File: config.mk
export PLATFORM = sky130hd
export DESIGN_NAME = modem_response_line_matcher
export DESIGN_NICKNAME = d
export VERILOG_FILES = /design/src/hdl/mrlm_pkg.sv /design/src/hdl/modem_response_line_matcher.sv
export VERILOG_INCLUDE_DIRS = /design/src /design/src/hdl
export SDC_FILE = /design/constraint.sdc
export NUM_CORES = 1
export LEC_CHECK = 0
export ABC_AREA = 1
export BUFFER_PORTS_ARGS = -buffer_cell sky130_fd_sc_hd__buf_4
export CAP_MARGIN = 20
export CELL_PAD_IN_SITES_DETAIL_PLACEMENT = 1
export CELL_PAD_IN_SITES_GLOBAL_PLACEMENT = 1
export CORE_ASPECT_RATIO = 1.25
export CORE_MARGIN = 4
export CORE_UTILIZATION = 42
export CTS_BUF_LIST = sky130_fd_sc_hd__clkbuf_16
export CTS_CLUSTER_SIZE = 12
export DETAILED_ROUTE_END_ITERATION = 8
export GPL_ROUTABILITY_DRIVEN = 0
export PLACE_DENSITY = 0.92
export SYNTH_ARGS = -nofsm -noshare
export SYNTH_HDL_FRONTEND = slang
export SYNTH_SLANG_ARGS = --single-unit
File: constraint.sdc
create_clock -name clock -period 6.65 [get_ports clock]
set_input_delay 0.3325 -clock clock [delete_from_list [all_inputs] [get_ports clock]]
set_output_delay 0.3325 -clock clock [all_outputs]
set_load 0.03 [all_outputs]
File: src/hdl/assert_macros.svh
// Assertion macros shared by the RTL of the response line matcher.
// Depends on a clock named clock and an active-high synchronous reset named reset.
`ifndef ASSERT_MACROS_SVH
`define ASSERT_MACROS_SVH

`ifndef NO_ASSERTIONS

// check a property outside reset
`define ASSERT_CLK(label, prop) \
   label: assert property (@(posedge clock) disable iff (reset) prop) \
      else $error("assertion failed");

// check a property on every edge, reset included
`define ASSERT_ALWAYS(label, prop) \
   label: assert property (@(posedge clock) prop) \
      else $error("assertion failed");

`else

`define ASSERT_CLK(label, prop)
`define ASSERT_ALWAYS(label, prop)

`endif

`endif

File: src/hdl/mrlm_pkg.sv
// Package for the modem response line matcher: codes, characters and limits.
// Used by modem_response_line_matcher; depends on nothing.
package mrlm_pkg;

   localparam int LINE_MAX   = 512;
   localparam int PREFIX_MAX = 16;

   localparam int COUNT_W = 10;
   localparam int RETRY_W = 20;
   localparam int PLEN_W  = 5;

   localparam logic [1:0] OP_ARM  = 2'd0;
   localparam logic [1:0] OP_BYTE = 2'd1;
   localparam logic [1:0] OP_POLL = 2'd2;

   localparam logic [2:0] ST_WAIT     = 3'd0;
   localparam logic [2:0] ST_MATCH    = 3'd1;
   localparam logic [2:0] ST_ERROR    = 3'd2;
   localparam logic [2:0] ST_DISCARD  = 3'd3;
   localparam logic [2:0] ST_TIMEOUT  = 3'd4;
   localparam logic [2:0] ST_TOO_LONG = 3'd5;
   localparam logic [2:0] ST_IDLE     = 3'd6;

   localparam logic [2:0] REG_PREFIX_LOW  = 3'd0;
   localparam logic [2:0] REG_PREFIX_HIGH = 3'd1;
   localparam logic [2:0] REG_PREFIX_LEN  = 3'd2;
   localparam logic [2:0] REG_RETRY_LIMIT = 3'd3;
   localparam logic [2:0] REG_LINE_CAP    = 3'd4;

   localparam logic [7:0]  CH_NUL     = 8'h00;
   localparam logic [7:0]  CH_CR      = 8'h0D;
   localparam logic [7:0]  CH_LF      = 8'h0A;
   localparam logic [39:0] ERROR_WORD = 40'h45_52_52_4F_52;

   localparam logic [RETRY_W-1:0] RETRY_LIMIT_RESET = RETRY_W'(1000);
   localparam logic [COUNT_W-1:0] LINE_CAP_RESET    = COUNT_W'(LINE_MAX);

   typedef logic [2:0] status_type;

endpackage

File: src/hdl/modem_response_line_matcher.sv
// Modem response line matcher: takes one item per clock and returns one result
// item per item. The item is held in an input register, the whole step is
// worked out in one pass of compares and counter updates against the wait
// state, and the result lands in an output register, so a new item is taken
// every cycle while the result side keeps up.
// Configuration is a 64-bit register port at byte addresses 0, 8, 16, 24, 32.
// Depends on mrlm_pkg and assert_macros.svh.
`include "assert_macros.svh"

module modem_response_line_matcher
   import mrlm_pkg::*;
(
   input  logic        clock,
   input  logic        reset,
   input  logic        req_tvalid,
   output logic        req_tready,
   input  logic [7:0]  req_tdata,   // [7:0] rx_byte
   input  logic [1:0]  req_tuser,   // [1:0] opcode
   output logic        rsp_tvalid,
   input  logic        rsp_tready,
   output logic [23:0] rsp_tdata,   // [2:0] status, [12:3] line_length, [20:13] kept_byte
   output logic        rsp_tuser,   // [0] byte_kept
   input  logic        csr_psel,
   input  logic        csr_penable,
   input  logic        csr_pwrite,
   input  logic [5:0]  csr_paddr,
   input  logic [63:0] csr_pwdata,
   output logic [63:0] csr_prdata,
   output logic        csr_pready
);

   logic [63:0]        prefix_low_ff;
   logic [63:0]        prefix_high_ff;
   logic [PLEN_W-1:0]  prefix_len_ff;
   logic [RETRY_W-1:0] retry_limit_ff;
   logic [COUNT_W-1:0] line_cap_ff;

   logic       s1_valid_ff;
   logic [1:0] s1_op_ff;
   logic [7:0] s1_byte_ff;

   logic               armed_ff, armed_in;
   logic [COUNT_W-1:0] count_ff, count_in;
   logic [RETRY_W-1:0] retry_ff, retry_in;
   logic               mismatch_ff, mismatch_in;
   logic [39:0]        recent_ff, recent_in;
   logic               err_seen_ff, err_seen_in;

   logic               out_valid_ff;
   status_type         out_status_ff, status_in;
   logic [COUNT_W-1:0] out_len_ff;
   logic               out_kept_ff, kept_in;
   logic [7:0]         out_byte_ff, kbyte_in;

   logic               advance;
   logic               cfg_write;
   logic [2:0]         cfg_index;
   logic [127:0]       prefix_all;
   logic [7:0]         prefix_chr [PREFIX_MAX];
   logic [PLEN_W-1:0]  plen_sat;
   logic [PLEN_W-1:0]  first_zero;
   logic [PLEN_W-1:0]  plen_eff;
   logic [COUNT_W-1:0] cap_eff;
   logic [RETRY_W-1:0] retry_bump;
   logic               do_check;

   assign csr_pready = 1'b1;
   assign cfg_index  = csr_paddr[5:3];
   assign cfg_write  = csr_psel && csr_penable && csr_pwrite;

   always_ff @(posedge clock) begin
      if (reset) begin
         prefix_low_ff  <= '0;
         prefix_high_ff <= '0;
         prefix_len_ff  <= '0;
         retry_limit_ff <= RETRY_LIMIT_RESET;
         line_cap_ff    <= LINE_CAP_RESET;
      end else if (cfg_write) begin
         unique case (cfg_index)
            REG_PREFIX_LOW:  prefix_low_ff  <= csr_pwdata;
            REG_PREFIX_HIGH: prefix_high_ff <= csr_pwdata;
            REG_PREFIX_LEN:  prefix_len_ff  <= csr_pwdata[PLEN_W-1:0];
            REG_RETRY_LIMIT: retry_limit_ff <= csr_pwdata[RETRY_W-1:0];
            REG_LINE_CAP:    line_cap_ff    <= csr_pwdata[COUNT_W-1:0];
            default: ;
         endcase
      end
   end

   always_comb begin
      unique case (cfg_index)
         REG_PREFIX_LOW:  csr_prdata = prefix_low_ff;
         REG_PREFIX_HIGH: csr_prdata = prefix_high_ff;
         REG_PREFIX_LEN:  csr_prdata = 64'(prefix_len_ff);
         REG_RETRY_LIMIT: csr_prdata = 64'(retry_limit_ff);
         REG_LINE_CAP:    csr_prdata = 64'(line_cap_ff);
         default:         csr_prdata = '0;
      endcase
   end

   // effective prefix length and capacity
   assign prefix_all = {prefix_high_ff, prefix_low_ff};

   always_comb begin
      first_zero = PLEN_W'(PREFIX_MAX);
      for (int i = PREFIX_MAX - 1; i >= 0; i--) begin
         prefix_chr[i] = prefix_all[8*i +: 8];
         if (prefix_chr[i] == CH_NUL) begin
            first_zero = PLEN_W'(i);
         end
      end
   end

   assign plen_sat = (prefix_len_ff > PLEN_W'(PREFIX_MAX)) ? PLEN_W'(PREFIX_MAX) : prefix_len_ff;
   assign plen_eff = (first_zero < plen_sat) ? first_zero : plen_sat;
   assign cap_eff  = (line_cap_ff > COUNT_W'(LINE_MAX)) ? COUNT_W'(LINE_MAX) : line_cap_ff;

   // handshake
   assign advance    = s1_valid_ff && (!out_valid_ff || rsp_tready);
   assign req_tready = !s1_valid_ff || advance;

   always_ff @(posedge clock) begin
      if (reset) begin
         s1_valid_ff <= 1'b0;
      end else if (req_tready) begin
         s1_valid_ff <= req_tvalid;
      end
   end

   always_ff @(posedge clock) begin
      if (req_tready && req_tvalid) begin
         s1_op_ff   <= req_tuser;
         s1_byte_ff <= req_tdata;
      end
   end

   // one step of the wait
   assign retry_bump = (retry_ff != '1) ? retry_ff + RETRY_W'(1) : retry_ff;

   always_comb begin
      armed_in    = armed_ff;
      count_in    = count_ff;
      retry_in    = retry_ff;
      mismatch_in = mismatch_ff;
      recent_in   = recent_ff;
      err_seen_in = err_seen_ff;
      status_in   = ST_WAIT;
      kept_in     = 1'b0;
      kbyte_in    = '0;
      do_check    = 1'b0;

      priority if (s1_op_ff == OP_ARM) begin
         armed_in    = 1'b1;
         retry_in    = '0;
         count_in    = '0;
         mismatch_in = 1'b0;
         recent_in   = '0;
         err_seen_in = 1'b0;
         do_check    = 1'b1;
      end else if (!armed_ff) begin
         status_in = ST_IDLE;
      end else if (s1_op_ff == OP_POLL || s1_op_ff == OP_BYTE) begin
         priority if (s1_op_ff == OP_POLL || s1_byte_ff == CH_NUL) begin
            retry_in = retry_bump;
         end else if (s1_byte_ff == CH_CR) begin
         end else if (s1_byte_ff == CH_LF) begin
            priority if (count_ff == '0) begin
               retry_in = retry_bump;
            end else if (!mismatch_ff && count_ff >= COUNT_W'(plen_eff)) begin
               armed_in  = 1'b0;
               status_in = ST_MATCH;
            end else if (err_seen_ff) begin
               armed_in  = 1'b0;
               status_in = ST_ERROR;
            end else begin
               count_in    = '0;
               mismatch_in = 1'b0;
               recent_in   = '0;
               err_seen_in = 1'b0;
               retry_in    = retry_bump;
               status_in   = ST_DISCARD;
            end
         end else begin
            if (count_ff < COUNT_W'(plen_eff) && prefix_chr[count_ff[3:0]] != s1_byte_ff) begin
               mismatch_in = 1'b1;
            end
            recent_in = {recent_ff[31:0], s1_byte_ff};
            if (recent_in == ERROR_WORD) begin
               err_seen_in = 1'b1;
            end
            count_in = count_ff + COUNT_W'(1);
            kept_in  = 1'b1;
            kbyte_in = s1_byte_ff;
         end
         do_check = armed_in;
      end else begin
         status_in = ST_WAIT;
      end

      if (do_check) begin
         priority if (retry_in >= retry_limit_ff) begin
            armed_in  = 1'b0;
            status_in = ST_TIMEOUT;
         end else if (count_in >= cap_eff) begin
            armed_in  = 1'b0;
            status_in = ST_TOO_LONG;
         end else begin
         end
      end
   end

   always_ff @(posedge clock) begin
      if (reset) begin
         armed_ff    <= 1'b0;
         count_ff    <= '0;
         retry_ff    <= '0;
         mismatch_ff <= 1'b0;
         recent_ff   <= '0;
         err_seen_ff <= 1'b0;
      end else if (advance) begin
         armed_ff    <= armed_in;
         count_ff    <= count_in;
         retry_ff    <= retry_in;
         mismatch_ff <= mismatch_in;
         recent_ff   <= recent_in;
         err_seen_ff <= err_seen_in;
      end
   end

   // result register
   always_ff @(posedge clock) begin
      if (reset) begin
         out_valid_ff <= 1'b0;
      end else if (advance) begin
         out_valid_ff <= 1'b1;
      end else if (rsp_tready) begin
         out_valid_ff <= 1'b0;
      end
   end

   always_ff @(posedge clock) begin
      if (advance) begin
         out_status_ff <= status_in;
         out_len_ff    <= count_in;
         out_kept_ff   <= kept_in;
         out_byte_ff   <= kbyte_in;
      end
   end

   assign rsp_tvalid = out_valid_ff;
   assign rsp_tdata  = {3'b000, out_byte_ff, out_len_ff, out_status_ff};
   assign rsp_tuser  = out_kept_ff;

   `ASSERT_CLK(a_count_bounded, armed_ff |-> count_ff <= COUNT_W'(LINE_MAX))
   `ASSERT_CLK(a_match_disarms, advance && status_in == ST_MATCH |=> !armed_ff)
   `ASSERT_CLK(a_kept_while_waiting, out_valid_ff && out_kept_ff |-> out_status_ff != ST_IDLE)
   `ASSERT_ALWAYS(a_empty_after_reset, reset |=> !rsp_tvalid)

endmodule
; ---- Yosys cells after proc, flatten, opt, wreduce, memory -nomap -nowiden
; Cells that the tools add are included.
[word_totals]
output_inout_bits = 92
register_bits = 262
input_bits = 87
word_cells = 197
[op_classes]
mux = 101
eq_ne = 16
bitwise = 3
n_reduce_logical = 48
n_lt_le_gt_ge = 8
add_sub_neg = 2
[ops]
columns = operator, n
row1 = 64-bit one-hot mux with 5 select lines, 1
row2 = 32-bit two-way mux, 9
row3 = 20-bit two-way mux, 10
row4 = 8-bit zero test, 17
row5 = 10-bit two-way mux, 10
row6 = 5-bit two-way mux, 18
row7 = 40-bit by 39-bit equality test with 1-bit output (second input constant), 1
row8 = 1-bit two-way mux, 39
row9 = 8-bit binary-select mux with 4-bit select, 1
row10 = 20-bit by 1-bit adder with 20-bit output (second input constant), 1
row11 = 20-bit >= comparator, 1
row12 = 20-bit inequality test (second input constant), 1
row13 = 3-bit two-way mux, 6
row14 = 8-bit by 4-bit equality test with 1-bit output (second input constant), 2
row15 = 8-bit two-way mux, 2
row16 = 8-bit AND reduction, 2
row17 = 10-bit by 1-bit adder with 10-bit output (second input constant), 1
row18 = 10-bit >= comparator, 1
row19 = 10-bit by 5-bit >= comparator with 1-bit output, 1
row20 = 10-bit greater-than comparator (second input constant), 1
row21 = 10-bit zero test, 1
row22 = 10-bit by 5-bit < comparator with 1-bit output, 1
row23 = 2-bit two-way mux, 5
row24 = 2-bit AND reduction, 5
row25 = 23 further kinds, 41

; ---- Depth between registers and ports, before layout
[logic_depth]
depth_word = 33
ltp_mapped = 54
ltp_nobuf = 54

; ---- Worst setup path before layout
; No wires, ideal clock.
[synth_path]
kind = reg2reg
from = register prefix_high_ff[38]
to = register out_status_ff[2] (data pin)
path_stages_with_launch = 42
path_slack_ns = 1.408
arrival_ns = 4.985
setup_ns = 0.257
required_ns = 6.393
n_path_buf = 0
synth_period_minus_slack_ns = 5.242
path_cell_list = dfxtp_1 -> inv_1 -> nand4_1 -> or2_1 -> a31oi_1 -> nor2_1 -> o21bai_1 -> a21oi_1 -> ha_1 -> a21oi_1 -> nor2_1 -> a211oi_1 -> nand2_1 -> nand2_1 -> nand2_1 -> ha_1 -> nand2_1 -> inv_1 -> [... 6 more ...] -> a21oi_4 -> inv_2 -> nand2_8 -> nand3_4 -> nor2_1 -> nand3_1 -> nand3_2 -> inv_1 -> ha_1 -> a21o_1 -> o21ai_0 -> o211ai_1 -> nand2_1 -> nand3_1 -> a21oi_1 -> nor2_1 -> nor2_1 -> nand2_1
[synth_between]
elab_cells_between_ends = 47
cone_classes = 4 x order compare / 41 x mux / 2 x reduce/logical
[synth_rtl]
columns = element, line_no
row1 = start: declaration, modem_response_line_matcher.sv:33  ; logic [63:0] prefix_high_ff;
row2 = start signal: assignment, modem_response_line_matcher.sv:81  ; REG_PREFIX_HIGH: prefix_high_ff <= csr_pwdata;
row3 = 8-bit zero test *, modem_response_line_matcher.sv:108  ; if (prefix_chr[i] == CH_NUL) begin
row4 = 5-bit two-way mux * (13 in a row), modem_response_line_matcher.sv:108
row5 = 5-bit < comparator, modem_response_line_matcher.sv:115  ; assign plen_eff = (first_zero < plen_sat) ? first_zero : plen_sat;
row6 = 5-bit two-way mux *, modem_response_line_matcher.sv:115
row7 = 10-bit by 5-bit >= comparator with 1-bit output *, modem_response_line_matcher.sv:169  ; end else if (!mismatch_ff && count_ff >= COUNT_W'(plen_eff)) begin
row8 = 1-bit logical AND *, modem_response_line_matcher.sv:169
row9 = 20-bit two-way mux *, modem_response_line_matcher.sv:169
row10 = 20-bit two-way mux *, modem_response_line_matcher.sv:167  ; priority if (count_ff == '0) begin
row11 = [... 3 more ...], --
row12 = 20-bit two-way mux *, modem_response_line_matcher.sv:162  ; end else if (s1_op_ff == OP_POLL || s1_op_ff == OP_BYTE) begin
row13 = 20-bit two-way mux *, modem_response_line_matcher.sv:160  ; end else if (!armed_ff) begin
row14 = 20-bit two-way mux *, modem_response_line_matcher.sv:152  ; priority if (s1_op_ff == OP_ARM) begin
row15 = via retry_in[7], modem_response_line_matcher.sv:44  ; logic [RETRY_W-1:0] retry_ff, retry_in;
row16 = 20-bit >= comparator *, modem_response_line_matcher.sv:201  ; priority if (retry_in >= retry_limit_ff) begin
row17 = 3-bit two-way mux *, modem_response_line_matcher.sv:201
row18 = 3-bit two-way mux *, modem_response_line_matcher.sv:200  ; if (do_check) begin
row19 = via status_in[2], modem_response_line_matcher.sv:50  ; status_type out_status_ff, status_in;
row20 = end signal: assignment, modem_response_line_matcher.sv:243  ; out_status_ff <= status_in;
row21 = end: declaration, modem_response_line_matcher.sv:50
; The timed path passes the listed nets; every way through them passes the cells marked *.
; A chain may end at the register's enable or synchronous reset.

; ---- Worst setup path after layout
[layout_path]
from = register prefix_high_ff[38]
to = register armed_ff
[layout_between]
elab_cells_between_ends = 50
cone_classes = 4 x order compare / 44 x mux / 2 x reduce/logical
[layout_rtl]
columns = element, line_no
row1 = 8-bit zero test *, modem_response_line_matcher.sv:108
row2 = 5-bit two-way mux * (13 in a row), modem_response_line_matcher.sv:108
row3 = 5-bit < comparator, modem_response_line_matcher.sv:115
row4 = 5-bit two-way mux *, modem_response_line_matcher.sv:115
row5 = 10-bit by 5-bit >= comparator with 1-bit output *, modem_response_line_matcher.sv:169
row6 = 1-bit logical AND *, modem_response_line_matcher.sv:169
row7 = 20-bit two-way mux *, modem_response_line_matcher.sv:169
row8 = 20-bit two-way mux *, modem_response_line_matcher.sv:167
row9 = [... 2 more ...], --
row10 = 20-bit two-way mux *, modem_response_line_matcher.sv:163  ; priority if (s1_op_ff == OP_POLL || s1_byte_ff == CH_NUL) begin
row11 = 20-bit two-way mux *, modem_response_line_matcher.sv:162
row12 = 20-bit two-way mux *, modem_response_line_matcher.sv:160
row13 = 20-bit two-way mux *, modem_response_line_matcher.sv:152
row14 = via retry_in[7], modem_response_line_matcher.sv:44
row15 = 20-bit >= comparator *, modem_response_line_matcher.sv:201
row16 = 1-bit two-way mux *, modem_response_line_matcher.sv:201
row17 = 1-bit two-way mux *, modem_response_line_matcher.sv:200
row18 = end signal: assignment, modem_response_line_matcher.sv:221  ; armed_ff <= armed_in;
row19 = end: declaration, modem_response_line_matcher.sv:42  ; logic armed_ff, armed_in;
; Marks and branches as above.

==> results.py <==
metrics = {
    "setup_path": {
        "path_class": "register to register",
        "critical-path-max-stage-delay_ns": 0.34,
        "regToRegEndpoint": "armed_ff$_SDFFE_PP0P_",
        "rrSetupSlack_ns": 0.42,
        "cp-end-kind": "register",
        "slowest_stage": "dfxtp_1",
        "crit_path_frequent_cell": "nor2_1",
        "cp-startpoint": "prefix_high_ff[38]$_SDFFE_PP0P_",
        "endpoint": "armed_ff$_SDFFE_PP0P_",
        "reg2reg_from": "prefix_high_ff[38]$_SDFFE_PP0P_",
        "r2r_cells": 42,
        "startpoint_type": "register",
        "worstPathMaxFanout": 6,
        "crit_required_ns": 7.07,
        "cp.arrival_ns": 6.64,
    },
    "job": {
        "maxCapViolCount": 0,
    },
    "clocking": {
        "cts.path.max_buffers": 3,
        "clk_latency_ns": 0.56,
        "cts_buffers": 28,
        "cts.clk_slew.worst_paths_ns": 0.07,
        "cts_tree": "built",
        "cts.sink_count": 262,
        "htreeDepth": 1,
        "clockRootBuffer": "clkbuf_16",
    },
    "timing": {
        "finClkSkew_ns": 0.0136,
        "hold_viol": 0,
        "period_needed_ns": 6.23,
        "finalMaxSlewViolations": 0,
        "slew_headroom_pct": 32.1,
        "tightestPinTransition_ns": 1.01,
        "finalCritPeriodShare_pct": 93.7,
        "setup_violations": 0,
        "hold_ws_ns": 0.0177,
        "fmax_mhz": 161,
    },
    "route": {
        "vias": 14703,
        "wl_per_cell_um": 20.6,
        "first_iter_violations": 893,
        "routed_via_density": 5.87,
        "ant_nets": 0,
        "drc": 0,
        "totalWireLength_um": 51500,
        "drt_pass1_iterations": 5,
    },
    "global_route": {
        "grt_pass1_vias": 15157,
        "grt_use_total_pct": 27.1,
        "grt_max_degree": 101,
        "grt_pass1_wl_um": 80100,
        "antenna_found_initial": 0,
        "grt_overflow_total": 0,
    },
    "outcome": {
        "status": "finished, final reports clean",
    },
    "synthesis": {
        "syn_inst": 1956,
        "yosys.cell_types.count": 59,
        "synth.most_common_cell": "o21ai_0",
        "synth_area_mm2": 0.0141,
        "yosysWarnings": 0,
        "synthFlopType": "dfxtp_1",
        "synth_edf_count": 32,
        "yosys-top-cells-area": "dfxtp_1 33%, o21ai_0 11%, a21oi_1 8.7%",
        "ys_seq_elements": 262,
        "ys_seq_area_share_pct": 39.5,
        "synth_top_area_share_pct": 32.6,
        "avgSynthCellArea_um2": 7.21,
        "yosys.area.top_type": "dfxtp_1",
        "postSynth.asyncResetShare_pct": 0,
        "synth_common_cells": "301 x o21ai_0, 244 x a21oi_1, 243 x inv_1",
    },
    "cells_and_area": {
        "layout-drive-gt1-share_pct": 14.3,
        "syn_to_final_growth_pct": 17.7,
        "fill_cells": 4211,
        "nets": 2202,
        "diodes": 0,
    },
    "hold_path": {
        "hp-class": "input pin to register",
    },
    "placed_design": {
        "port_buffers": 171,
        "dp_hpwl_um": 36300,
    },
    "pwr": {
        "ir_drop_v": 0.000131,
        "p_per_area_mw_per_mm2": 220,
        "p_total_w": 0.00365,
        "p_leak_nw": 6.73,
    },
    "floorplanning": {
        "start_util_pct": 42.8,
        "die_h_um": 213,
        "fp.dieW_um": 172,
        "dieArea_mm2": 0.0366,
        "core_area_mm2": 0.0330,
        "num_io_pins": 179,
        "rows": 74,
    },
}
-- repair_timing --
action,4_1_cts,5_1_grt
setup buffers,0,4
hold endpoints to repair,10,0
hold buffers,10,0
endpoints found under the setup margin,0,4
resized for setup,0,18
-- power by group --
group          switching (W)  leakage [nW]  internal (W)
Clock               0.000652         0.440      0.000818
Combinational       0.000333          4.12      0.000164
Sequential         0.0000383          2.17       0.00164
Total                0.00102          6.73       0.00263
-- critical path: cells and delay by family, from the launching register on --
family | cells | cell delay [ns]
adder cells (fa/ha/maj) | 3 | 0.80
flip-flops | 1 | 0.34
AO/OA/AOI/OAI | 10 | 1.44
AND/OR/NAND/NOR | 24 | 3.01
buffers and inverters | 5 | 0.49
-- cell type report --
class / instances / area (µm²) / area share [%]
Tap cell: 418 / 523 / 3.15
Clock inverter: 19 / 110 / 0.663
Multi-Input combinational cell: 1312 / 7140 / 43.0
Inverter: 267 / 1010 / 6.10
Sequential cell: 262 / 5570 / 33.5
Clock buffer: 29 / 726 / 4.37
Timing Repair Buffer: 199 / 1530 / 9.19
-- layer usage --
layer	routed length (µm)	share of wire (%)	global-route usage (%)
met5	0	0	0
met4	2690	5.2	13.5
met3	2730	5.3	3.17
met2	25900	50	48.0
met1	20200	39	32.3
-- metrics by stage --
step | utilization (%) | setup TNS (ns) | cells | worst slack (ns) | cell area (µm²)
3_5_place_dp | 47.2 | 0 | 2443 | 0.291 | 15600
2_1_floorplan | - | 0 | 1958 | 1.41 | 14100
6_report | 50.4 | 0 | 2506 | 0.422 | 16600
5_1_grt | 50.4 | -0.0689 | 2506 | -0.0514 | 16600
3_3_place_gp | 47.2 | 0 | 2443 | 0.559 | 15600
4_1_cts | 50.0 | 0 | 2501 | 0.292 | 16500
-- kinds of logic after synthesis --
| logic type | share of synthesized area, % |
|---|---|
| AO/OA/AOI/OAI | 26.4 |
| XOR/XNOR | 0.745 |
| adder cells (fa/ha/maj) | 3.99 |
| buffers and inverters | 10.5 |
| flip-flops | 39.5 |
| other | 0.0532 |
| AND/OR/NAND/NOR | 18.8 |
-- how the worst min path moves through the flow --
stage	from	endpoint	cells past startpoint
finish	csr_pwdata[55]	prefix_low_ff[55]$_SDFFE_PP0P_	3
CTS	csr_pwdata[21]	prefix_high_ff[21]$_SDFFE_PP0P_	3
global route	csr_pwdata[55]	prefix_low_ff[55]$_SDFFE_PP0P_	3
detailed placement	recent_ff[24]$_SDFFE_PP0P_	recent_ff[24]$_SDFFE_PP0P_	2
global placement	recent_ff[25]$_SDFFE_PP0P_	recent_ff[25]$_SDFFE_PP0P_	2
floorplan	req_tdata[0]	s1_byte_ff[0]$_DFFE_PP_	0
-- flip-flops by register name (all words and copies together), names as in the netlist --
name,cells
armed_ff,1
count_ff,10
err_seen_ff,1
line_cap_ff,10
mismatch_ff,1
out_byte_ff,8
out_len_ff,10
out_status_ff,3
prefix_high_ff,64
prefix_len_ff,5
prefix_low_ff,64
recent_ff,32
retry_ff,20
retry_limit_ff,20
rsp_tuser,1
rsp_tvalid,1
s1_byte_ff,8
s1_op_ff,2
s1_valid_ff,1
-- layout by cell type, fill, tap and decap left out, types with 4 or more instances in the layout --
cell,netlist,final
a211oi_1,22,22
nand3b_1,18,18
inv_1,243,251
conb_1,2,4
o221ai_1,6,6
a21oi_1,244,242
clkinv_1,5,6
a31oi_1,5,5
inv_2,18,19
a22o_1,4,4
nand3_1,55,54
clkbuf_16,0,29
nand3_2,3,4
nor2_1,200,199
nor4_2,1,5
nand2_1,188,187
o21ai_0,301,300
nor2_4,3,4
o22ai_1,37,37
a22oi_1,4,4
clkinv_2,1,4
nor4_1,28,23
dfxtp_1,230,228
ha_1,45,45
o211ai_1,23,23
a21oi_2,3,5
edfxtp_1,32,32
nand4_1,26,26
a221oi_1,9,9
nand2_2,4,5
dlygate4sd3_1,0,10
nor2_2,4,4
nor3_1,20,20
xor2_1,12,12
nor3_2,5,5
o21ai_1,6,7
buf_4,4,188
(Power assumes the default switching activity.)
